==> src/rtl/core/psg_pkg.sv <==
package psg_pkg;

    // Build-time defaults
    localparam int DEF_MAX_CHIPS = 2;

    // Request kinds
    localparam logic REQ_WRITE = 1'b0;
    localparam logic REQ_TICK  = 1'b1;

    // Block configuration register indexes
    localparam logic [1:0] CFG_CHIP_COUNT = 2'd0;
    localparam logic [1:0] CFG_STEP_INC   = 2'd1;
    localparam logic [1:0] CFG_GAIN       = 2'd2;

    localparam logic [1:0] RST_CHIP_COUNT = 2'd1;
    localparam logic [3:0] RST_STEP_INC   = 4'd9;
    localparam logic [3:0] RST_GAIN       = 4'd11;

    // Per-chip sound register map
    localparam logic [3:0] REG_TONE_A_LO = 4'd0;
    localparam logic [3:0] REG_TONE_A_HI = 4'd1;
    localparam logic [3:0] REG_TONE_B_LO = 4'd2;
    localparam logic [3:0] REG_TONE_B_HI = 4'd3;
    localparam logic [3:0] REG_TONE_C_LO = 4'd4;
    localparam logic [3:0] REG_TONE_C_HI = 4'd5;
    localparam logic [3:0] REG_NOISE_PER = 4'd6;
    localparam logic [3:0] REG_MIXER     = 4'd7;
    localparam logic [3:0] REG_VOL_A     = 4'd8;
    localparam logic [3:0] REG_VOL_B     = 4'd9;
    localparam logic [3:0] REG_VOL_C     = 4'd10;

    // Steps within one chip: noise first, then the three tone channels
    localparam logic [1:0] STEP_NOISE = 2'd0;
    localparam logic [1:0] STEP_CH0   = 2'd1;
    localparam logic [1:0] STEP_CH1   = 2'd2;
    localparam logic [1:0] STEP_CH2   = 2'd3;
    localparam int         STEPS_PER_CHIP = 4;

    // Counter RAM entry: {aux, count}; aux is the LFSR for a noise entry,
    // bit 0 of aux is the square phase for a tone entry
    localparam int CNT_W   = 32;
    localparam int AUX_W   = 18;
    localparam int ENTRY_W = CNT_W + AUX_W;
    localparam logic [ENTRY_W-1:0] ENTRY_RESET = {AUX_W'(1), CNT_W'(0)};

    localparam int AMT_MAX = 15 * 15;
    localparam logic [7:0] SAMPLE_BIAS = 8'h80;

    // Output queue
    localparam int OUT_SLOTS = 2;
    localparam int OUT_PTR_W = $clog2(OUT_SLOTS);
    localparam int OUT_CNT_W = $clog2(OUT_SLOTS + 1);

    typedef struct packed {
        logic [11:0] period;
        logic [3:0]  volume;
        logic        tone_en;
        logic        noise_en;
        logic [4:0]  noise_per;
    } psg_step_cfg_t;

    typedef struct packed {
        logic       vld;
        logic       blank;   // tick with no chip mixed
        logic       first;
        logic       last;
        logic [1:0] step;
    } psg_ctl_t;

    typedef struct packed {
        psg_ctl_t      ctl;
        psg_step_cfg_t cfg;
    } psg_issue_t;

    typedef struct packed {
        logic take;    // input buffer item consumed
        logic wr_go;   // register write applied
        logic start;   // tick started
    } psg_seq_st_t;

endpackage

==> src/rtl/core/psg_ram.sv <==
module psg_ram #(
    parameter  int WIDTH = 8,
    parameter  int DEPTH = 16,
    localparam int AW    = $clog2(DEPTH)
) (
    input  logic             clk,
    input  logic             we,
    input  logic [AW-1:0]    waddr,
    input  logic [WIDTH-1:0] wdata,
    input  logic             re,
    input  logic [AW-1:0]    raddr,
    output logic [WIDTH-1:0] rdata
);

    logic [WIDTH-1:0] mem_reg [DEPTH];
    logic [WIDTH-1:0] rdata_reg;

    always_ff @(posedge clk)
    begin
        if (we)
        begin
            mem_reg[waddr] <= wdata;
        end
        if (re)
        begin
            rdata_reg <= mem_reg[raddr];
        end
    end

    assign rdata = rdata_reg;

endmodule

==> src/rtl/core/psg_regfile.sv <==
module psg_regfile #(
    parameter  int MAX_CHIPS = psg_pkg::DEF_MAX_CHIPS,
    localparam int CHIP_W    = (MAX_CHIPS > 1) ? $clog2(MAX_CHIPS) : 1
) (
    input  logic                  clk,
    input  logic                  rst_n,
    input  logic                  wr_en,
    input  logic                  wr_chip,
    input  logic [3:0]            wr_index,
    input  logic [7:0]            wr_data,
    input  logic [CHIP_W-1:0]     rd_chip,
    input  logic [1:0]            rd_step,
    output psg_pkg::psg_step_cfg_t rd_cfg
);
    import psg_pkg::*;

    logic [7:0] tone_lo_reg   [MAX_CHIPS][3];
    logic [3:0] tone_hi_reg   [MAX_CHIPS][3];
    logic [3:0] vol_reg       [MAX_CHIPS][3];
    logic [4:0] noise_per_reg [MAX_CHIPS];
    logic [5:0] mixer_reg     [MAX_CHIPS];

    logic              wr_ok;
    logic [CHIP_W-1:0] wc;
    logic [1:0]        ch;
    logic [2:0]        nbit;

    // writes to a chip that is not built are dropped
    assign wr_ok = wr_en && ({1'b0, wr_chip} < 2'(MAX_CHIPS));
    assign wc    = CHIP_W'(wr_chip);

    always_ff @(posedge clk or negedge rst_n)
    begin
        if (!rst_n)
        begin
            for (int i = 0; i < MAX_CHIPS; i++)
            begin
                for (int j = 0; j < 3; j++)
                begin
                    tone_lo_reg[i][j] <= '0;
                    tone_hi_reg[i][j] <= '0;
                    vol_reg[i][j]     <= '0;
                end
                noise_per_reg[i] <= '0;
                mixer_reg[i]     <= '0;
            end
        end
        else if (wr_ok)
        begin
            case (wr_index)
                REG_TONE_A_LO: tone_lo_reg[wc][0] <= wr_data;
                REG_TONE_A_HI: tone_hi_reg[wc][0] <= wr_data[3:0];
                REG_TONE_B_LO: tone_lo_reg[wc][1] <= wr_data;
                REG_TONE_B_HI: tone_hi_reg[wc][1] <= wr_data[3:0];
                REG_TONE_C_LO: tone_lo_reg[wc][2] <= wr_data;
                REG_TONE_C_HI: tone_hi_reg[wc][2] <= wr_data[3:0];
                REG_NOISE_PER: noise_per_reg[wc]  <= wr_data[4:0];
                REG_MIXER:     mixer_reg[wc]      <= wr_data[5:0];
                REG_VOL_A:     vol_reg[wc][0]     <= wr_data[3:0];
                REG_VOL_B:     vol_reg[wc][1]     <= wr_data[3:0];
                REG_VOL_C:     vol_reg[wc][2]     <= wr_data[3:0];
                default: ;
            endcase
        end
    end

    assign ch   = (rd_step == STEP_NOISE) ? 2'd0 : rd_step - 2'd1;
    assign nbit = {1'b0, ch} + 3'd3;

    always_comb
    begin
        rd_cfg.period    = {tone_hi_reg[rd_chip][ch], tone_lo_reg[rd_chip][ch]};
        rd_cfg.volume    = vol_reg[rd_chip][ch];
        rd_cfg.tone_en   = !mixer_reg[rd_chip][ch];
        rd_cfg.noise_en  = !mixer_reg[rd_chip][nbit];
        rd_cfg.noise_per = noise_per_reg[rd_chip];
    end

endmodule

==> src/rtl/core/psg_seq.sv <==
module psg_seq #(
    parameter  int MAX_CHIPS = psg_pkg::DEF_MAX_CHIPS,
    localparam int CHIP_W    = (MAX_CHIPS > 1) ? $clog2(MAX_CHIPS) : 1
) (
    input  logic                 clk,
    input  logic                 rst_n,
    input  logic                 buf_vld,
    input  logic                 buf_type,
    input  logic [1:0]           chip_num,
    input  logic                 credit_ok,
    output psg_pkg::psg_seq_st_t st,
    output psg_pkg::psg_ctl_t    ctl,
    output logic [CHIP_W-1:0]    ctl_chip
);
    import psg_pkg::*;

    logic              busy_reg, busy_next;
    logic [1:0]        step_reg, step_next;
    logic [CHIP_W-1:0] chip_reg, chip_next;
    logic [CHIP_W-1:0] last_chip_reg, last_chip_next;

    logic              is_tick;
    logic [1:0]        cur_step;
    logic [CHIP_W-1:0] last_chip;

    assign is_tick   = (buf_type == REQ_TICK);
    assign st.start  = !busy_reg && buf_vld && is_tick && credit_ok;
    assign st.wr_go  = !busy_reg && buf_vld && !is_tick;
    assign st.take   = st.start || st.wr_go;

    assign cur_step  = busy_reg ? step_reg : STEP_NOISE;
    assign ctl_chip  = busy_reg ? chip_reg : '0;
    assign last_chip = busy_reg ? last_chip_reg : CHIP_W'(chip_num - 2'd1);

    always_comb
    begin
        ctl.vld   = busy_reg || st.start;
        ctl.blank = st.start && (chip_num == 2'd0);
        ctl.first = st.start;
        ctl.step  = cur_step;
        ctl.last  = ctl.blank ||
                    (ctl.vld && (cur_step == STEP_CH2) && (ctl_chip == last_chip));
    end

    always_comb
    begin
        busy_next      = busy_reg;
        step_next      = step_reg;
        chip_next      = chip_reg;
        last_chip_next = last_chip_reg;
        if (ctl.vld)
        begin
            if (ctl.last)
            begin
                busy_next = 1'b0;
            end
            else
            begin
                busy_next      = 1'b1;
                step_next      = cur_step + 2'd1;
                chip_next      = (cur_step == STEP_CH2) ? ctl_chip + 1'b1 : ctl_chip;
                last_chip_next = last_chip;
            end
        end
    end

    always_ff @(posedge clk or negedge rst_n)
    begin
        if (!rst_n)
        begin
            busy_reg      <= 1'b0;
            step_reg      <= STEP_NOISE;
            chip_reg      <= '0;
            last_chip_reg <= '0;
        end
        else
        begin
            busy_reg      <= busy_next;
            step_reg      <= step_next;
            chip_reg      <= chip_next;
            last_chip_reg <= last_chip_next;
        end
    end

endmodule

==> src/rtl/core/psg_engine.sv <==
module psg_engine #(
    parameter  int MAX_CHIPS = psg_pkg::DEF_MAX_CHIPS,
    localparam int CHIP_W    = (MAX_CHIPS > 1) ? $clog2(MAX_CHIPS) : 1
) (
    input  logic                clk,
    input  logic                rst_n,
    input  psg_pkg::psg_issue_t issue,
    input  logic [CHIP_W-1:0]   issue_chip,
    input  logic [3:0]          step_inc,
    input  logic [3:0]          gain,
    output logic                res_vld,
    output logic [7:0]          res_data
);
    import psg_pkg::*;

    localparam int DEPTH  = STEPS_PER_CHIP * MAX_CHIPS;
    localparam int ADDR_W = $clog2(DEPTH);
    localparam int SUM_W  = $clog2(3 * MAX_CHIPS * AMT_MAX + 1) + 1;

    // Stage A: read entry. Stage B: update, write back, accumulate.
    // An entry is revisited only after the other steps of its chip have been
    // issued, so a read never meets a pending write to the same entry.
    logic [ADDR_W-1:0]  rd_addr;
    logic               rd_en;
    logic [ENTRY_W-1:0] rd_data;
    logic [DEPTH-1:0]   ent_vld_reg;

    psg_issue_t         b_reg;
    logic [ADDR_W-1:0]  b_addr_reg;
    logic               b_init_reg;
    logic               noise_bit_reg;
    logic signed [SUM_W-1:0] acc_reg;

    logic [ENTRY_W-1:0] cur;
    logic [CNT_W-1:0]   cnt, cnt_sum, cnt_red, new_cnt;
    logic [AUX_W-1:0]   aux, aux_sh, new_aux;
    logic [11:0]        per_sel;
    logic               over, wen, ch_on, high;
    logic [7:0]         amt;
    logic signed [SUM_W-1:0] delta, acc_next, acc_sh, res_sum;

    assign rd_addr = ADDR_W'({issue_chip, issue.ctl.step});
    assign rd_en   = issue.ctl.vld && !issue.ctl.blank;

    psg_ram #(
        .WIDTH (ENTRY_W),
        .DEPTH (DEPTH)
    ) u_cnt_ram (
        .clk   (clk),
        .we    (wen),
        .waddr (b_addr_reg),
        .wdata ({new_aux, new_cnt}),
        .re    (rd_en),
        .raddr (rd_addr),
        .rdata (rd_data)
    );

    always_ff @(posedge clk or negedge rst_n)
    begin
        if (!rst_n)
        begin
            b_reg <= '0;
        end
        else
        begin
            b_reg <= issue;
        end
    end

    always_ff @(posedge clk)
    begin
        b_addr_reg <= rd_addr;
        b_init_reg <= !ent_vld_reg[rd_addr];
    end

    // stage B
    assign cur     = b_init_reg ? ENTRY_RESET : rd_data;
    assign cnt     = cur[CNT_W-1:0];
    assign aux     = cur[ENTRY_W-1:CNT_W];
    assign per_sel = (b_reg.ctl.step == STEP_NOISE) ? 12'(b_reg.cfg.noise_per)
                                                    : b_reg.cfg.period;
    assign cnt_sum = cnt + CNT_W'(step_inc);
    assign over    = cnt_sum > CNT_W'(per_sel);
    assign cnt_red = cnt_sum - CNT_W'(per_sel);
    // 18-bit LFSR, taps 0 and 3; feedback lands in bit 17, then the whole
    // register shifts right so bit 17 empties
    assign aux_sh  = {1'b0, aux[AUX_W-1] ^ aux[0] ^ aux[3], aux[AUX_W-2:1]};

    assign ch_on = (b_reg.cfg.period != '0) && (b_reg.cfg.volume != '0) &&
                   (b_reg.cfg.tone_en || b_reg.cfg.noise_en);
    assign high  = (!b_reg.cfg.tone_en || aux[0]) &&
                   (!b_reg.cfg.noise_en || noise_bit_reg);
    assign amt   = {4'b0, gain} * {4'b0, b_reg.cfg.volume};

    always_comb
    begin
        new_cnt = cnt;
        new_aux = aux;
        delta   = '0;
        if (b_reg.ctl.step == STEP_NOISE)
        begin
            if (per_sel != '0)
            begin
                new_cnt = over ? cnt_red : cnt_sum;
                new_aux = over ? aux_sh : aux;
            end
        end
        else if (ch_on)
        begin
            new_cnt = over ? cnt_red : cnt_sum;
            new_aux = over ? {aux[AUX_W-1:1], ~aux[0]} : aux;
            delta   = high ? SUM_W'(amt) : -SUM_W'(amt);
        end
    end

    assign wen      = b_reg.ctl.vld && !b_reg.ctl.blank;
    assign acc_next = (b_reg.ctl.first ? SUM_W'(0) : acc_reg) + delta;
    assign acc_sh   = acc_next >>> 3;
    assign res_sum  = acc_sh + SUM_W'(SAMPLE_BIAS);
    assign res_vld  = b_reg.ctl.vld && b_reg.ctl.last;
    assign res_data = res_sum[7:0];

    always_ff @(posedge clk or negedge rst_n)
    begin
        if (!rst_n)
        begin
            ent_vld_reg   <= '0;
            noise_bit_reg <= 1'b0;
            acc_reg       <= '0;
        end
        else
        begin
            if (wen)
            begin
                ent_vld_reg[b_addr_reg] <= 1'b1;
            end
            if (wen && (b_reg.ctl.step == STEP_NOISE))
            begin
                noise_bit_reg <= new_aux[0];
            end
            if (b_reg.ctl.vld)
            begin
                acc_reg <= acc_next;
            end
        end
    end

endmodule

==> src/rtl/core/psg_tone_noise_synth.sv <==
// Tone/noise sound generator mixer, one or two chips of three tone channels
// and one noise source each.
// Input channel (in_valid/in_stall): req_type selects a register write
// (chip_select, reg_index, reg_value) or a sample tick. Writes give no item
// on the output; each tick gives exactly one sample_out item, 128 = silence.
// Config channel (cfg_valid/cfg_ready): index 0 chip count, 1 step
// increment, 2 channel gain. Always ready; write only while idle.
// Timing: a write is applied as it leaves the input buffer, once no tick
// is running. A tick issues, per mixed chip, the noise step and then the
// three tone steps; the counter RAM is read once per noise or tone step,
// one step a cycle, and ticks stream back to back while the output queue
// has a slot for their samples. A tick with no chip mixed issues only a
// blank step that reads no counter entry.
// A one-item input buffer takes the next item while a tick is running.
// Output: a two-entry queue; a tick only starts when its result has a
// slot, so a stalled receiver backs up into in_stall, never drops data.
// Reset: config back to 1 chip, increment 9, gain 11; sound registers
// zero; counter RAM entries read as their reset value until first
// written (per-entry valid bits), so no clearing pass is needed.
module psg_tone_noise_synth #(
    parameter  int MAX_CHIPS = psg_pkg::DEF_MAX_CHIPS,
    localparam int CHIP_W    = (MAX_CHIPS > 1) ? $clog2(MAX_CHIPS) : 1
) (
    input  logic       clk,
    input  logic       rst_n,
    // input items
    input  logic       in_valid,
    output logic       in_stall,
    input  logic       req_type,
    input  logic       chip_select,
    input  logic [3:0] reg_index,
    input  logic [7:0] reg_value,
    // output items
    output logic       out_valid,
    input  logic       out_stall,
    output logic [7:0] sample_out,
    // configuration
    input  logic       cfg_valid,
    output logic       cfg_ready,
    input  logic [1:0] cfg_index,
    input  logic [3:0] cfg_data
);
    import psg_pkg::*;

    // block config
    logic [1:0] chip_count_reg;
    logic [3:0] step_inc_reg;
    logic [3:0] gain_reg;
    logic [1:0] chip_num;

    // input buffer
    logic       buf_vld_reg;
    logic       buf_type_reg;
    logic       buf_chip_reg;
    logic [3:0] buf_idx_reg;
    logic [7:0] buf_val_reg;
    logic       in_acc;

    // sequencer / engine
    psg_seq_st_t       seq_st;
    psg_ctl_t          ctl;
    logic [CHIP_W-1:0] ctl_chip;
    psg_step_cfg_t     rd_cfg;
    psg_issue_t        issue;
    logic              res_vld;
    logic [7:0]        res_data;
    logic              credit_ok;

    // output queue
    logic [7:0]           q_data_reg [OUT_SLOTS];
    logic [OUT_PTR_W-1:0] q_wr_reg, q_rd_reg;
    logic [OUT_CNT_W-1:0] q_cnt_reg, q_cnt_next;
    logic [OUT_CNT_W-1:0] pend_reg, pend_next;
    logic                 q_pop;

    // ---------------- configuration ----------------
    assign cfg_ready = 1'b1;

    always_ff @(posedge clk or negedge rst_n)
    begin
        if (!rst_n)
        begin
            chip_count_reg <= RST_CHIP_COUNT;
            step_inc_reg   <= RST_STEP_INC;
            gain_reg       <= RST_GAIN;
        end
        else if (cfg_valid && cfg_ready)
        begin
            case (cfg_index)
                CFG_CHIP_COUNT: chip_count_reg <= cfg_data[1:0];
                CFG_STEP_INC:   step_inc_reg   <= cfg_data;
                CFG_GAIN:       gain_reg       <= cfg_data;
                default: ;
            endcase
        end
    end

    // chip count above the built number saturates
    assign chip_num = (chip_count_reg > 2'(MAX_CHIPS)) ? 2'(MAX_CHIPS) : chip_count_reg;

    // ---------------- input buffer ----------------
    assign in_stall = buf_vld_reg && !seq_st.take;
    assign in_acc   = in_valid && !in_stall;

    always_ff @(posedge clk or negedge rst_n)
    begin
        if (!rst_n)
        begin
            buf_vld_reg <= 1'b0;
        end
        else if (in_acc)
        begin
            buf_vld_reg <= 1'b1;
        end
        else if (seq_st.take)
        begin
            buf_vld_reg <= 1'b0;
        end
    end

    always_ff @(posedge clk)
    begin
        if (in_acc)
        begin
            buf_type_reg <= req_type;
            buf_chip_reg <= chip_select;
            buf_idx_reg  <= reg_index;
            buf_val_reg  <= reg_value;
        end
    end

    // ---------------- step sequencer ----------------
    // a tick may start only if its sample has a queue slot reserved
    assign credit_ok = (pend_reg + q_cnt_reg) < OUT_CNT_W'(OUT_SLOTS);

    psg_seq #(
        .MAX_CHIPS (MAX_CHIPS)
    ) u_seq (
        .clk       (clk),
        .rst_n     (rst_n),
        .buf_vld   (buf_vld_reg),
        .buf_type  (buf_type_reg),
        .chip_num  (chip_num),
        .credit_ok (credit_ok),
        .st        (seq_st),
        .ctl       (ctl),
        .ctl_chip  (ctl_chip)
    );

    psg_regfile #(
        .MAX_CHIPS (MAX_CHIPS)
    ) u_regfile (
        .clk      (clk),
        .rst_n    (rst_n),
        .wr_en    (seq_st.wr_go),
        .wr_chip  (buf_chip_reg),
        .wr_index (buf_idx_reg),
        .wr_data  (buf_val_reg),
        .rd_chip  (ctl_chip),
        .rd_step  (ctl.step),
        .rd_cfg   (rd_cfg)
    );

    assign issue.ctl = ctl;
    assign issue.cfg = rd_cfg;

    psg_engine #(
        .MAX_CHIPS (MAX_CHIPS)
    ) u_engine (
        .clk        (clk),
        .rst_n      (rst_n),
        .issue      (issue),
        .issue_chip (ctl_chip),
        .step_inc   (step_inc_reg),
        .gain       (gain_reg),
        .res_vld    (res_vld),
        .res_data   (res_data)
    );

    // ---------------- output queue ----------------
    assign q_pop      = out_valid && !out_stall;
    assign q_cnt_next = q_cnt_reg + OUT_CNT_W'(res_vld) - OUT_CNT_W'(q_pop);
    assign pend_next  = pend_reg + OUT_CNT_W'(seq_st.start) - OUT_CNT_W'(res_vld);

    always_ff @(posedge clk or negedge rst_n)
    begin
        if (!rst_n)
        begin
            q_wr_reg  <= '0;
            q_rd_reg  <= '0;
            q_cnt_reg <= '0;
            pend_reg  <= '0;
        end
        else
        begin
            if (res_vld)
            begin
                q_wr_reg <= q_wr_reg + 1'b1;
            end
            if (q_pop)
            begin
                q_rd_reg <= q_rd_reg + 1'b1;
            end
            q_cnt_reg <= q_cnt_next;
            pend_reg  <= pend_next;
        end
    end

    always_ff @(posedge clk)
    begin
        if (res_vld)
        begin
            q_data_reg[q_wr_reg] <= res_data;
        end
    end

    assign out_valid  = (q_cnt_reg != '0);
    assign sample_out = q_data_reg[q_rd_reg];

endmodule

==> config.mk <==
export PLATFORM = sky130hd
export DESIGN_NAME = psg_tone_noise_synth
export DESIGN_NICKNAME = d
export VERILOG_FILES = /design/src/rtl/core/psg_pkg.sv /design/src/rtl/core/psg_ram.sv /design/src/rtl/core/psg_regfile.sv /design/src/rtl/core/psg_seq.sv /design/src/rtl/core/psg_engine.sv /design/src/rtl/core/psg_tone_noise_synth.sv
export SDC_FILE = /design/constraint.sdc
export NUM_CORES = 1
export LEC_CHECK = 0
export ABC_AREA = 1
export BUFFER_PORTS_ARGS = -buffer_cell sky130_fd_sc_hd__buf_2
export CAP_MARGIN = 5
export CELL_PAD_IN_SITES_DETAIL_PLACEMENT = 1
export CELL_PAD_IN_SITES_GLOBAL_PLACEMENT = 1
export CORE_MARGIN = 2
export CORE_UTILIZATION = 35
export DETAILED_ROUTE_END_ITERATION = 12
export GPL_TIMING_DRIVEN = 0
export MAX_ROUTING_LAYER = met4
export PLACE_DENSITY_LB_ADDON = 0.12
export SLEW_MARGIN = 25
export SYNTH_ARGS = -nofsm -noshare
export SYNTH_HDL_FRONTEND = slang
export SYNTH_SLANG_ARGS = --single-unit
==> constraint.sdc <==
create_clock -name clk -period 9.5 [get_ports clk]
set_input_delay 2.375 -clock clk [delete_from_list [all_inputs] [get_ports clk]]
set_output_delay 2.375 -clock clk [all_outputs]
set_load 0.005 [all_outputs]
# == After elaboration in Yosys (flattened, before gate mapping) ==
# Memories as Yosys holds them, arrays and structs flattened. A register that Yosys moved wholly into a read port is not among the register bits.
# Cells that the tools add are included.
# word_totals
regBits,208
ramBits,416
inputBits,25
out_inout_bits,11
elab_cells,256
mem_count,2
# mem_list
memory,words,word_bits,rd,rd_clocked_by_memory_dff,wr,line_no,source
u_engine.u_cnt_ram.mem_reg,8,50,1,1,1,psg_ram.sv:15,logic [WIDTH-1:0] mem_reg [DEPTH];
q_data_reg,2,8,1,0,1,psg_tone_noise_synth.sv:70,logic [7:0] q_data_reg [OUT_SLOTS];
# classes
n_addsub,17
n_mul,1
magnitude_cmp,12
eq_ne,14
muxes,90
bitwise_logic,8
n_reduce_logical,59
# ops
operator,n
$bwmux 24,6
$bwmux 48,3
$mux 12,12
$pmux 24 s3,2
$pmux 48 s3,1
$mux 32,4
$mux 24,4
$demux 24 s1,3
$mux 18,3
$mux 50,1
$demux 12 s1,3
$add 32x4->32,1
$gt 32x12->1,1
$mux 8,4
$sub 32x12->32,1
$mux 6,4
$reduce_bool 12->1,2
$mux 4,5
$mux 5,4
$logic_and 1x1->1,19
$reduce_and 2->1,9
$bmux 4 s2,2
$bmux 8 s2,1
$eq 4x3->1 const B,4
other kinds (48),102

# == Depth between registers and ports, before layout ==
# Gate-level depths: netlist of run 1.
# logic_depth
depth_word,10
depth_mapped,32

# == Cells and area by module ==
# A second synthesis of run 1 with hierarchy kept.
# unflattened
hier_cells,4037
hier_area_um2,34352.9
# modules_own_cells
module,n_inst,cells_each,area_each_um2
psg_ram,1,1796,18992.0
psg_engine,1,1243,7245.7
psg_regfile,1,784,5883.1
psg_tone_noise_synth,1,166,1873.0
psg_seq,1,48,359.1

# == Least setup slack after synthesis of run 1 ==
# Ideal clock, no wire load.
# synth_timing
path_kind,register -> register
from,register u_engine.b_init_reg
to,"memory u_engine.u_cnt_ram.mem_reg[0][33] in the netlist's numbering, data pin"
setup_time_ns,0.265
arrival_time_ns,4.378
t_required_ns,9.235
path_slack_ns,4.857
path_stages_with_launch,28
n_path_buf,5
cell_sequence,dfxtp_1 -> inv_2 -> buf_6 -> buf_6 -> buf_2 -> buf_1 -> nand2_1 -> inv_1 -> ha_1 -> inv_1 -> fa_1 -> inv_1 -> nand3_1 -> nand2_2 -> nand2_1 -> xor2_1 -> ha_1 -> nand2_1 -> nor2_1 -> nand2_1 -> o21ai_0 -> nand2_1 -> nand2_1 -> nor2_2 -> nand2_4 -> nand3_4 -> buf_2 -> o21ai_0
# synth_between
elab_chain_cells,6
# synth_lines
item,line_no,source
"start, declared",psg_engine.sv:30,logic b_init_reg;
"start signal, assigned",psg_engine.sv:73,b_init_reg <= !ent_vld_reg[rd_addr];
$mux 50 (*),psg_engine.sv:77,assign cur = b_init_reg ? ENTRY_RESET : rd_data;
$add 32x4->32,psg_engine.sv:82,assign cnt_sum = cnt + CNT_W'(step_inc);
$gt 32x12->1,psg_engine.sv:83,assign over = cnt_sum > CNT_W'(per_sel);
$mux 18,psg_engine.sv:105,new_aux = over ? aux_sh : aux;
$mux 18,psg_engine.sv:102,if (per_sel != '0)
$mux 18 (*),psg_engine.sv:100,if (b_reg.ctl.step == STEP_NOISE)
named net u_engine.new_aux[1],psg_engine.sv:36,"logic [AUX_W-1:0] aux, aux_sh, new_aux;"
"end, declared",psg_ram.sv:15,
# Mark *: on every way through the listed nets, which the timed path passes. The rest lies on a longest branch.

# == Worst setup path in the final report of run 1 ==
# layout_timing
from,register u_engine.b_init_reg
to,"memory u_engine.u_cnt_ram.mem_reg[0][41] in the netlist's numbering, data pin"
# The elaborated chain is that of the path after synthesis.

==> summary.txt, run 1 <==
Place
  • Detailed placer's ending HPWL: 76600 um
  • Port Buffer Count: 34
  • Final RePlAce weighted congestion: 0.894
  • Worst setup slack before clock tree synthesis: 2.33 ns

Clock tree
  • Reg clk slew, reported paths: 0.06 ns
  • Cts bufs inserted: 76
  • Worst skew pair latency: 0.63 ns
  • CTS sink count: 673
  • Number of buffers inserted to repair setup after CTS: 0
  • Hold bufs inserted after CTS: 0
  • Level count of the clock H-tree: 3
  • Bufs on Longest Clock Path: 3
  • Post_cts resized: 0
  • TritonCTS clock tree: done
  • Clock root buffer: clkbuf_16

Finish
  • Final net count: 3308
  • Most frequent cells in the layout: nand2_1 (770), edfxtp_1 (480), o21ai_0 (240)
  • Area added between synthesis and finish: 15.3%
  • Count of filler cells inserted in the layout: 9800
  • Most common cell after layout, fill and taps aside: nand2_1
  • Fraction of final layout cells sized beyond drive strength 1: 0.0799
  • Util after Layout: 0.408
  • Number of flip-flops in the largest register: 400

Timing
  • Final Max Slew Viols: 0
  • Post-Route Skew: 0.0175 ns
  • Worst Slack Setup Final: 2.31 ns
  • Total Negative Setup Slacks: 0 ns
  • Hold Fails Final Rpt: 0
  • Slew Limit Headroom: 0.274
  • Clock period minus final worst setup slack: 7.19 ns
  • Ratio of final minimum period to clock period: 0.756
  • Final Setup Violations: 0
  • Max Clock Freq: 139 MHz
  • Unrepaired setup endpoints after global routing: false
  • Worst Tran Pin Value: 1.09 ns

Logic synthesis
  • FFs w/ async S/R, synth: 0.281
  • Synthesized instance count: 3096
  • Most frequently used flop master after synthesis: edfxtp_1
  • Part of the Yosys area used for sequential elements: 0.615
  • Combinational family with the most area after synthesis: simple AND/OR/NAND/NOR gates
  • Count of synthesis-stage warnings from yosys: 0
  • Cell variety after synth: 54
  • Mapped Area: 31300 um^2
  • Xor and xnor area share after synthesis: 0.0168
  • Post-synthesis compound-gate area fraction: 0.122
  • Post-synth net total: 3174
  • Post-synthesis sequential element count: 673
  • Adder-cell share of the synthesized area: 0.0229
  • Number of flops mapped to enable cells by yosys: 480
  • Area share of and/or/nand/nor cells after synthesis: 0.170
  • Syn avg cell area: 10.1 um^2
  • Multiplexer fraction of the synthesized cell area: 0.00296

Drt
  • Detail Route Antenna Nets: 0
  • DRT Pass-1 Iters: 5
  • Count of vias placed by the detailed router: 23900
  • Initial drt markers: 1819
  • Total wire length after detailed routing: 105000 um
  • Mean number of vias per cell: 5.35
  • DRC Markers: 0
  • Wire per inst: 23.5 um

Status
  • Status: finished clean

Power and ir drop
  • Static Leak: 14.3 nW
  • Peak supply drop: 0.163 mV
  • Total power per unit cell area: 428 nW/um^2

Critical path
  • Worst Path Class, Setup: reg2reg
  • Type of element launching the critical path: flop
  • Required @ worst endpoint: 9.78 ns
  • Worst-path maximum fanout: 10
  • Crit path DAT: 7.46 ns
  • Element type at the critical path end: flop

Die
  • Initial core utilization: 0.354
  • Die extent in y: 303 um
  • Area enclosed by the die boundary: 91700 um^2
  • Floorplan row count: 109
  • Die Width: 303 um
  • CORE AREA: 88400 um^2
  • Top-Level Pins: 36

Run
  • Max capacitance violation total: 0

GRT
  • Antenna violations before repair: 3
  • Number of global-route vias before repair: 24900
  • Global Route Usage Sum: 0.238
  • Total overflow reported by the global router: 0
  • Wire length of the first global-routing pass: 158000 um
  • Pin count of the biggest net entering global routing: 81

Min path
  • Kind of path behind the tightest hold check: reg2reg
## path summary, 6_finish.rpt
check | cells after the start | from | to | slack [ns]
max reg2reg | 27 | u_engine.b_init_reg | u_engine.u_cnt_ram.mem_reg[0][41] | 2.31
min reg2reg | 1 | u_engine.ent_vld_reg[5] | u_engine.ent_vld_reg[5] | 0.47
max | 27 | u_engine.b_init_reg | u_engine.u_cnt_ram.mem_reg[0][41] | 2.31
min in group asynchronous | 1 | rst_n | u_regfile.tone_lo_reg[10] | 1.72
min | 1 | u_engine.ent_vld_reg[5] | u_engine.ent_vld_reg[5] | 0.47
max in group asynchronous | 2 | rst_n | step_inc_reg[0] | 6.97
## Yosys cell counts (all sizes together), types with 18 or more instances
master / n / area [um^2]
nand2: 781 / 2970
xor2: 41 / 359
o21ai: 263 / 1320
buf: 35 / 199
inv: 240 / 901
nor2: 212 / 886
ha: 46 / 576
a31oi: 52 / 325
edfxtp: 480 / 14400
o22ai: 28 / 175
o221ai: 101 / 885
a21oi: 152 / 761
nand3: 227 / 1190
dfrtp: 183 / 4580
clkbuf: 116 / 435
xnor2: 18 / 165
## logic make-up after synthesis
family | Yosys count
buffers and inverters | 394
muxes | 9
AOI/OAI and AO/OA | 643
adders and majority gates | 53
and+or+nand+nor | 1264
other | 1
DFF | 673
xor gates and xnor gates | 59
## power by group
part           internal (W)  total [W]  switching [W]
logic               0.00176    0.00704        0.00528
registers           0.00503    0.00540       0.000371
clock network       0.00179    0.00299        0.00120
total               0.00858     0.0154        0.00685
## stage by stage
stage,hold WS (ns),area (um^2),cells,total power [W]
5_1_grt,0.485,36000,4457,0.0164
4_1_cts,0.468,36000,4457,0.0155
6_report,0.470,36000,4458,0.0154
2_1_floorplan,0.434,31300,3096,0.00943
3_3_place_gp,0.445,32900,4295,0.0121
3_5_place_dp,0.453,33500,4317,0.0124
## area by class of cell
class	instances	area [um^2]	share of cell area
repair buffers	56	696	0.0193
plain buffers	151	634	0.0176
multi-input cells	2029	10600	0.293
well taps	1165	1460	0.0405
clock inverters	40	390	0.0108
clock buffers	100	2160	0.0598
flip-flops and latches	673	19200	0.534
diodes	1	2.50	0.0000695
inverters	243	912	0.0253
## worst max-delay path: stages, from the launching register on
cell and delay, ns:
dfxtp_1 0.41, inv_2 0.16, buf_6 0.16, buf_6 0.15, buf_2 0.23, buf_1 0.73
nand2_1 0.19, inv_1 0.13, ha_1 0.18, inv_1 0.06, fa_1 0.39, inv_1 0.07
nand3_1 0.07, nand2_2 0.22, nand3_2 0.27, xor2_1 0.24, ha_1 0.38, nand2_1 0.09
nor2_1 0.19, nand2_1 0.07, o21ai_0 0.57, nand2_1 0.19, nand2_1 0.13, nor2_2 0.06
nand2_4 0.13, nand3_4 0.22, buf_2 0.29, o21ai_0 0.82
## layer usage
layer  vias up  wire length [um]  GRT usage
met2       478             48700      0.375
met1     12200             49500      0.328
li1      11100                 -          -
met4         0              1960     0.0535
met5         -                 0          -
met3       129              4480     0.0306
No activity file was read; power rests on OpenSTA's default activity.
==> run 2, diff against run 1 <==
==> constraint.sdc (replaced) <==
create_clock -name clk -period 6.1 [get_ports clk]
set_input_delay 1.525 -clock clk [delete_from_list [all_inputs] [get_ports clk]]
set_output_delay 1.525 -clock clk [all_outputs]
set_load 0.005 [all_outputs]
==> run 2 against run 1 <==
Net effect: clock power is 56% higher; via count is 0.18% higher; critical path depth stayed put; design area is 0.11% higher; hold slack worse by 0.0018 ns; maximum frequency is 21% higher; largest cell class unchanged; highest routed layer unchanged.
==> summary.txt, run 2 (synthesis gave the netlist of run 1 again) <==
Drt
  • Count of vias placed by the detailed router: 23900
  • Detail Route Antenna Nets: 0
  • Initial drt markers: 1711
  • DRT Pass-1 Iters: 5
  • Total wire length after detailed routing: 105000 um
  • Wire per inst: 23.5 um
  • Mean number of vias per cell: 5.36
  • DRC Markers: 0

Place
  • Final RePlAce weighted congestion: 0.894
  • Detailed placer's ending HPWL: 76600 um
  • Number of instances in the placed design: 4317
  • Port Buffer Count: 34

Die
  • Area enclosed by the die boundary: 91700 um^2
  • Floorplan row count: 109
  • Die extent in y: 303 um
  • Top-Level Pins: 36
  • CORE AREA: 88400 um^2
  • Die Width: 303 um
  • Initial core utilization: 0.354

Clock tree
  • Hold bufs inserted after CTS: 0
  • Worst skew pair latency: 0.63 ns
  • Bufs on Longest Clock Path: 3
  • Cts bufs inserted: 76
  • Reg clk slew, reported paths: 0.06 ns
  • Clock root buffer: clkbuf_16
  • TritonCTS clock tree: done
  • Level count of the clock H-tree: 3
  • CTS sink count: 673

Critical path
  • Element type at the critical path end: flop
  • FF-to-FF path depth: 27
  • Maximum cell stage delay along the critical path: 0.41 ns
  • Top Family by Delay on Critical Path: simple AND/OR/NAND/NOR gates
  • Cell with the biggest individual delay on the critical path: dfxtp_1
  • Worst Path Class, Setup: reg2reg
  • Number of buffers and inverters on the critical path: 8
  • Type of element launching the critical path: flop
  • Critical register-to-register path startpoint: u_engine.b_init_reg
  • Capturing element of the worst setup path: u_engine.u_cnt_ram.mem_reg[6][38]
  • Cell depth of the worst setup path: 27
  • Worst flop-to-flop path endpoint: u_engine.u_cnt_ram.mem_reg[6][38]
  • Worst reg2reg setup slack: 0.19 ns
  • Cell repeated most along the worst path: nand2_1
  • Crit path DAT: 6.20 ns
  • Required @ worst endpoint: 6.39 ns
  • Critical Path Source: u_engine.b_init_reg
  • Worst-path maximum fanout: 28

Finish
  • Most common cell after layout, fill and taps aside: nand2_1
  • Fraction of final layout cells sized beyond drive strength 1: 0.0830
  • Area added between synthesis and finish: 15.4%
  • Number of flip-flops in the largest register: 400
  • Antenna Cells: 0
  • Number of cells in the finished layout apart from fillers: 4455
  • Util after Layout: 0.408
  • Count of filler cells inserted in the layout: 9791
  • Most frequent cells in the layout: nand2_1 (769), edfxtp_1 (480), inv_1 (234)
  • Final net count: 3306

Timing
  • Final Setup Violations: 0
  • Final Max Slew Viols: 0
  • Hold Fails Final Rpt: 0
  • Worst Tran Pin Value: 1.10 ns
  • Max Clock Freq: 169 MHz
  • Unrepaired setup endpoints after global routing: true
  • Ratio of final minimum period to clock period: 0.970
  • Slew Limit Headroom: 0.264
  • Clock period minus final worst setup slack: 5.91 ns
  • Post-Route Skew: 0.0167 ns

GRT
  • Wire length of the first global-routing pass: 158000 um
  • Total overflow reported by the global router: 0
  • Antenna violations before repair: 3
  • Pin count of the biggest net entering global routing: 81
  • Global Route Usage Sum: 0.237
  • Number of global-route vias before repair: 25000

Power and ir drop
  • Static Leak: 14.3 nW
  • Peak supply drop: 0.257 mV
  • Total power per unit cell area: 668 nW/um^2

Min path
  • Kind of path behind the tightest hold check: reg2reg

Status
  • Status: finished clean

Run
  • Max capacitance violation total: 0
[run 2: repair_timing]
action	4_1_cts	5_1_grt
buffers inserted	0	0
endpoints found under the setup margin	401	94
gates resized for setup	13	9
hold endpoints to repair	0	0
[run 2: cell type report]
| type | instances | area, um^2 | share of cell area |
|---|---|---|---|
| inverter | 243 | 912 | 0.0253 |
| clock buffer | 100 | 2160 | 0.0598 |
| multi-input combinational | 2029 | 10600 | 0.294 |
| timing repair buffer | 56 | 696 | 0.0193 |
| sequential | 673 | 19200 | 0.533 |
| tap | 1165 | 1460 | 0.0404 |
| clock inverter | 40 | 390 | 0.0108 |
| buffer | 149 | 626 | 0.0173 |
[run 2: per-stage QoR]
step / setup WS (ns) / hold WS [ns] / power [W] / TNS [ns] / instance area (um^2)
global placement: -1.07 / 0.445 / 0.0188 / -262.31 / 32900
detailed placement: -1.07 / 0.453 / 0.0193 / -302.80 / 33500
floorplan: 1.46 / 0.434 / 0.0147 / 0 / 31300
CTS: 0.201 / 0.468 / 0.0241 / 0 / 36000
global route: -0.122 / 0.485 / 0.0257 / -3.81 / 36100
finish: 0.186 / 0.468 / 0.0241 / 0 / 36100
[run 2: worst min path at each step]
| stage | startpoint | end | slack, ns | cells past startpoint |
|---|---|---|---|---|
| 6_report | u_engine.ent_vld_reg[0] | u_engine.ent_vld_reg[0] | 0.47 | 1 |
| 5_1_grt | u_engine.ent_vld_reg[4] | u_engine.ent_vld_reg[4] | 0.48 | 1 |
| 4_1_cts | u_engine.ent_vld_reg[0] | u_engine.ent_vld_reg[0] | 0.47 | 1 |
| 3_5_place_dp | u_engine.ent_vld_reg[0] | u_engine.ent_vld_reg[0] | 0.45 | 1 |
| 3_3_place_gp | u_engine.ent_vld_reg[4] | u_engine.ent_vld_reg[4] | 0.45 | 1 |
| 2_1_floorplan | u_engine.ent_vld_reg[0] | u_engine.ent_vld_reg[0] | 0.43 | 1 |
[run 2: worst register-to-register path, cell delays in order (launching register included)]
cell	delay, ns
dfxtp_1	0.41
inv_2	0.16
buf_6	0.16
buf_6	0.27
nand2_1	0.14
inv_1	0.09
ha_1	0.18
inv_1	0.06
fa_1	0.39
inv_1	0.07
nand3_1	0.07
nand2_2	0.23
nand3_2	0.27
xor2_1	0.24
ha_1	0.38
nand2_1	0.09
nor2_1	0.19
nand2_1	0.08
o21ai_1	0.40
nand2_1	0.16
nand2_1	0.12
nor2_2	0.05
nand2_4	0.13
nand3_4	0.22
inv_2	0.27
buf_4	0.22
nand3_1	0.11
o21ai_0	0.39
[run 2: power by group]
group	internal [W]	switching, W	total, W	leakage, nW
clock	0.00279	0.00188	0.00466	1.26
sequential	0.00782	0.000578	0.00839	6.91
combinational	0.00279	0.00825	0.0110	6.16
[run 2: layer usage]
metal / track usage / routed length [um] / part of all wire / up-vias
met2: 0.373 / 48600 / 0.46 / 457
met3: 0.0306 / 4140 / 0.040 / 135
li1: - / - / - / 11100
met1: 0.328 / 49800 / 0.48 / 12200
met4: 0.0551 / 2030 / 0.019 / 0
met5: - / 0 / 0 / -
==> run 3, diff against run 2 <==
--- a/config.mk
+++ b/config.mk
@@ -8,8 +8,6 @@
 export ABC_AREA = 1
 export BUFFER_PORTS_ARGS = -buffer_cell sky130_fd_sc_hd__buf_2
 export CAP_MARGIN = 5
-export CELL_PAD_IN_SITES_DETAIL_PLACEMENT = 1
-export CELL_PAD_IN_SITES_GLOBAL_PLACEMENT = 1
 export CORE_MARGIN = 2
 export CORE_UTILIZATION = 35
 export DETAILED_ROUTE_END_ITERATION = 12
==> run 3 against run 2 <==
Net effect: via count is 1.1% lower; clock power is 2% lower; critical path depth is 1 lower; critical path type unchanged; critical endpoint is now u_engine.u_cnt_ram.mem_reg[6][15]; largest cell class unchanged; highest routed layer unchanged.
==> summary.txt, run 3 (synthesis gave the netlist of run 1 again) <==
Die
  • Die Width: 303 um
  • Die extent in y: 303 um
  • Top-Level Pins: 36
  • Floorplan row count: 109
  • Initial core utilization: 0.354
  • Area enclosed by the die boundary: 91700 um^2
  • CORE AREA: 88400 um^2

Place
  • Number of instances in the placed design: 4319
  • Total cell area at the placement stage: 33600 um^2
  • Detailed placer's ending HPWL: 71000 um
  • Port Buffer Count: 34
  • Final RePlAce weighted congestion: 0.912

Critical path
  • Crit path DAT: 5.89 ns
  • Worst Path Class, Setup: reg2reg
  • FF-to-FF path depth: 26
  • Worst reg2reg setup slack: 0.48 ns
  • Cell with the biggest individual delay on the critical path: o22ai_1
  • Maximum cell stage delay along the critical path: 0.75 ns
  • Cell depth of the worst setup path: 26
  • Number of buffers and inverters on the critical path: 8
  • Worst flop-to-flop path endpoint: u_engine.u_cnt_ram.mem_reg[6][15]
  • Top Family by Delay on Critical Path: simple AND/OR/NAND/NOR gates
  • Cell repeated most along the worst path: nand2_1
  • Type of element launching the critical path: flop
  • Required @ worst endpoint: 6.37 ns
  • Worst-path maximum fanout: 28
  • Element type at the critical path end: flop
  • Critical register-to-register path startpoint: u_engine.b_init_reg

Drt
  • Wire per inst: 22.1 um
  • Count of vias placed by the detailed router: 23600
  • DRC Markers: 0
  • Detail Route Antenna Nets: 0
  • DRT Pass-1 Iters: 6
  • Mean number of vias per cell: 5.31
  • Initial drt markers: 1964
  • Total wire length after detailed routing: 98300 um

Timing
  • Ratio of final minimum period to clock period: 0.921
  • Final Max Slew Viols: 0
  • Final Setup Violations: 0
  • Hold Fails Final Rpt: 0
  • Max Clock Freq: 178 MHz
  • Post-Route Skew: 0.0369 ns
  • Slew Limit Headroom: 0.317
  • Unrepaired setup endpoints after global routing: false
  • Clock period minus final worst setup slack: 5.62 ns
  • Worst Tran Pin Value: 1.02 ns

Clock tree
  • Clock root buffer: clkbuf_16
  • CTS sink count: 673
  • TritonCTS clock tree: done
  • Cts bufs inserted: 75
  • Level count of the clock H-tree: 3
  • Worst skew pair latency: 0.64 ns
  • Bufs on Longest Clock Path: 3
  • Reg clk slew, reported paths: 0.06 ns
  • Number of buffers inserted to repair setup after CTS: 0

Finish
  • Count of filler cells inserted in the layout: 8548
  • Number of cells in the finished layout apart from fillers: 4457
  • Number of flip-flops in the largest register: 400
  • Design area: 36100 um^2
  • Most frequent cells in the layout: nand2_1 (770), edfxtp_1 (480), inv_1 (234)
  • Area added between synthesis and finish: 15.4%
  • Most common cell after layout, fill and taps aside: nand2_1
  • Final net count: 3307
  • Fraction of final layout cells sized beyond drive strength 1: 0.0805

GRT
  • Number of global-route vias before repair: 23100
  • Total overflow reported by the global router: 0
  • Wire length of the first global-routing pass: 148000 um
  • Antenna violations before repair: 2
  • Pin count of the biggest net entering global routing: 67
  • Global Route Usage Sum: 0.222

Power and ir drop
  • Total power per unit cell area: 656 nW/um^2
  • Overall power after layout: 0.0236 W
  • Peak supply drop: 0.283 mV
  • Static Leak: 14.3 nW

Min path
  • Kind of path behind the tightest hold check: reg2reg
  • Hold depth: 1
  • Critical hold path startpoint: u_engine.ent_vld_reg[4]
  • Worst hold endpoint: u_engine.ent_vld_reg[4]

Run
  • Max capacitance violation total: 0

Status
  • Status: finished clean
==> run 3: cell count changes in the layout (fill, tap and decap cells not counted), sizes merged <==
cell      change
inv           -2
clkbuf        +5
clkinvlp      -2
diode         +1
buf           +2
clkinv        -2
==> run 3: layer usage <==
layer,track usage,vias to the layer above,wire [um]
li1,-,11100,-
met2,0.338,697,44800
met5,-,-,0
met3,0.0281,117,5390
met1,0.316,11700,46400
met4,0.0534,0,1800
==> run 3: per-stage QoR <==
step	hold slack (ns)	worst slack [ns]	TNS, ns	util
after detailed placement	0.450	-0.942	-234.01	0.380
after global placement	0.445	-0.940	-219.99	0.372
after floorplan	0.434	1.46	0	-
final	0.463	0.484	0	0.408
after global routing	0.476	0.0119	0	0.408
after CTS	0.464	0.290	0	0.408
==> run 3: worst reg2reg max path, stage by stage (launching register included) <==
cell and delay, ns:
dfxtp_1 0.37, inv_2 0.14, buf_6 0.16, buf_6 0.26
nand2_1 0.15, inv_1 0.12, ha_1 0.19, inv_1 0.06
fa_1 0.39, inv_1 0.07, nand3_1 0.08, nand2_2 0.26
nand3_2 0.27, xor2_1 0.23, ha_1 0.36, nand2_1 0.09
nor2_1 0.18, nand2_1 0.09, o21ai_2 0.25, nand2_1 0.12
nand2_1 0.10, nor2_2 0.05, nand2_4 0.13, buf_6 0.19
buf_6 0.16, a21oi_1 0.07, o22ai_1 0.75
==> run 3: area by class of cell <==
type                    instances  area (um^2)  area share
flip-flops and latches        673        19200       0.533
multi-input cells            2029        10600       0.294
clock buffers                 105         2100      0.0583
well taps                    1165         1460      0.0404
inverters                     243          912      0.0253
repair buffers                 58          768      0.0213
plain buffers                 149          627      0.0174
clock inverters                34          382      0.0106
diodes                          1         2.50   0.0000694
==> run 3: power by group <==
part	switching [W]	leakage (nW)	internal (W)	total, W
sequential	0.000559	6.91	0.00782	0.00837
combinational	0.00794	6.19	0.00278	0.0107
clock	0.00185	1.21	0.00271	0.00456
total	0.0103	14.3	0.0133	0.0236
==> run 3: repair_timing <==
item / in CTS / in global routing
resized for setup: 11 / 9
hold buffers: 0 / 0
gates cloned: 0 / 0
setup endpoints to repair: 401 / 103
==> run 3: how the worst max path moves through the flow <==
stage,end,slack (ns),from
floorplan,u_engine.u_cnt_ram.mem_reg[0][33],1.46,u_engine.b_init_reg
global placement,u_engine.u_cnt_ram.mem_reg[0][19],-0.94,u_engine.b_init_reg
detailed placement,u_engine.u_cnt_ram.mem_reg[1][39],-0.94,u_engine.b_init_reg
CTS,u_engine.u_cnt_ram.mem_reg[2][38],0.29,u_engine.b_init_reg
global route,u_engine.u_cnt_ram.mem_reg[2][27],0.01,u_engine.b_init_reg
finish,u_engine.u_cnt_ram.mem_reg[6][15],0.48,u_engine.b_init_reg
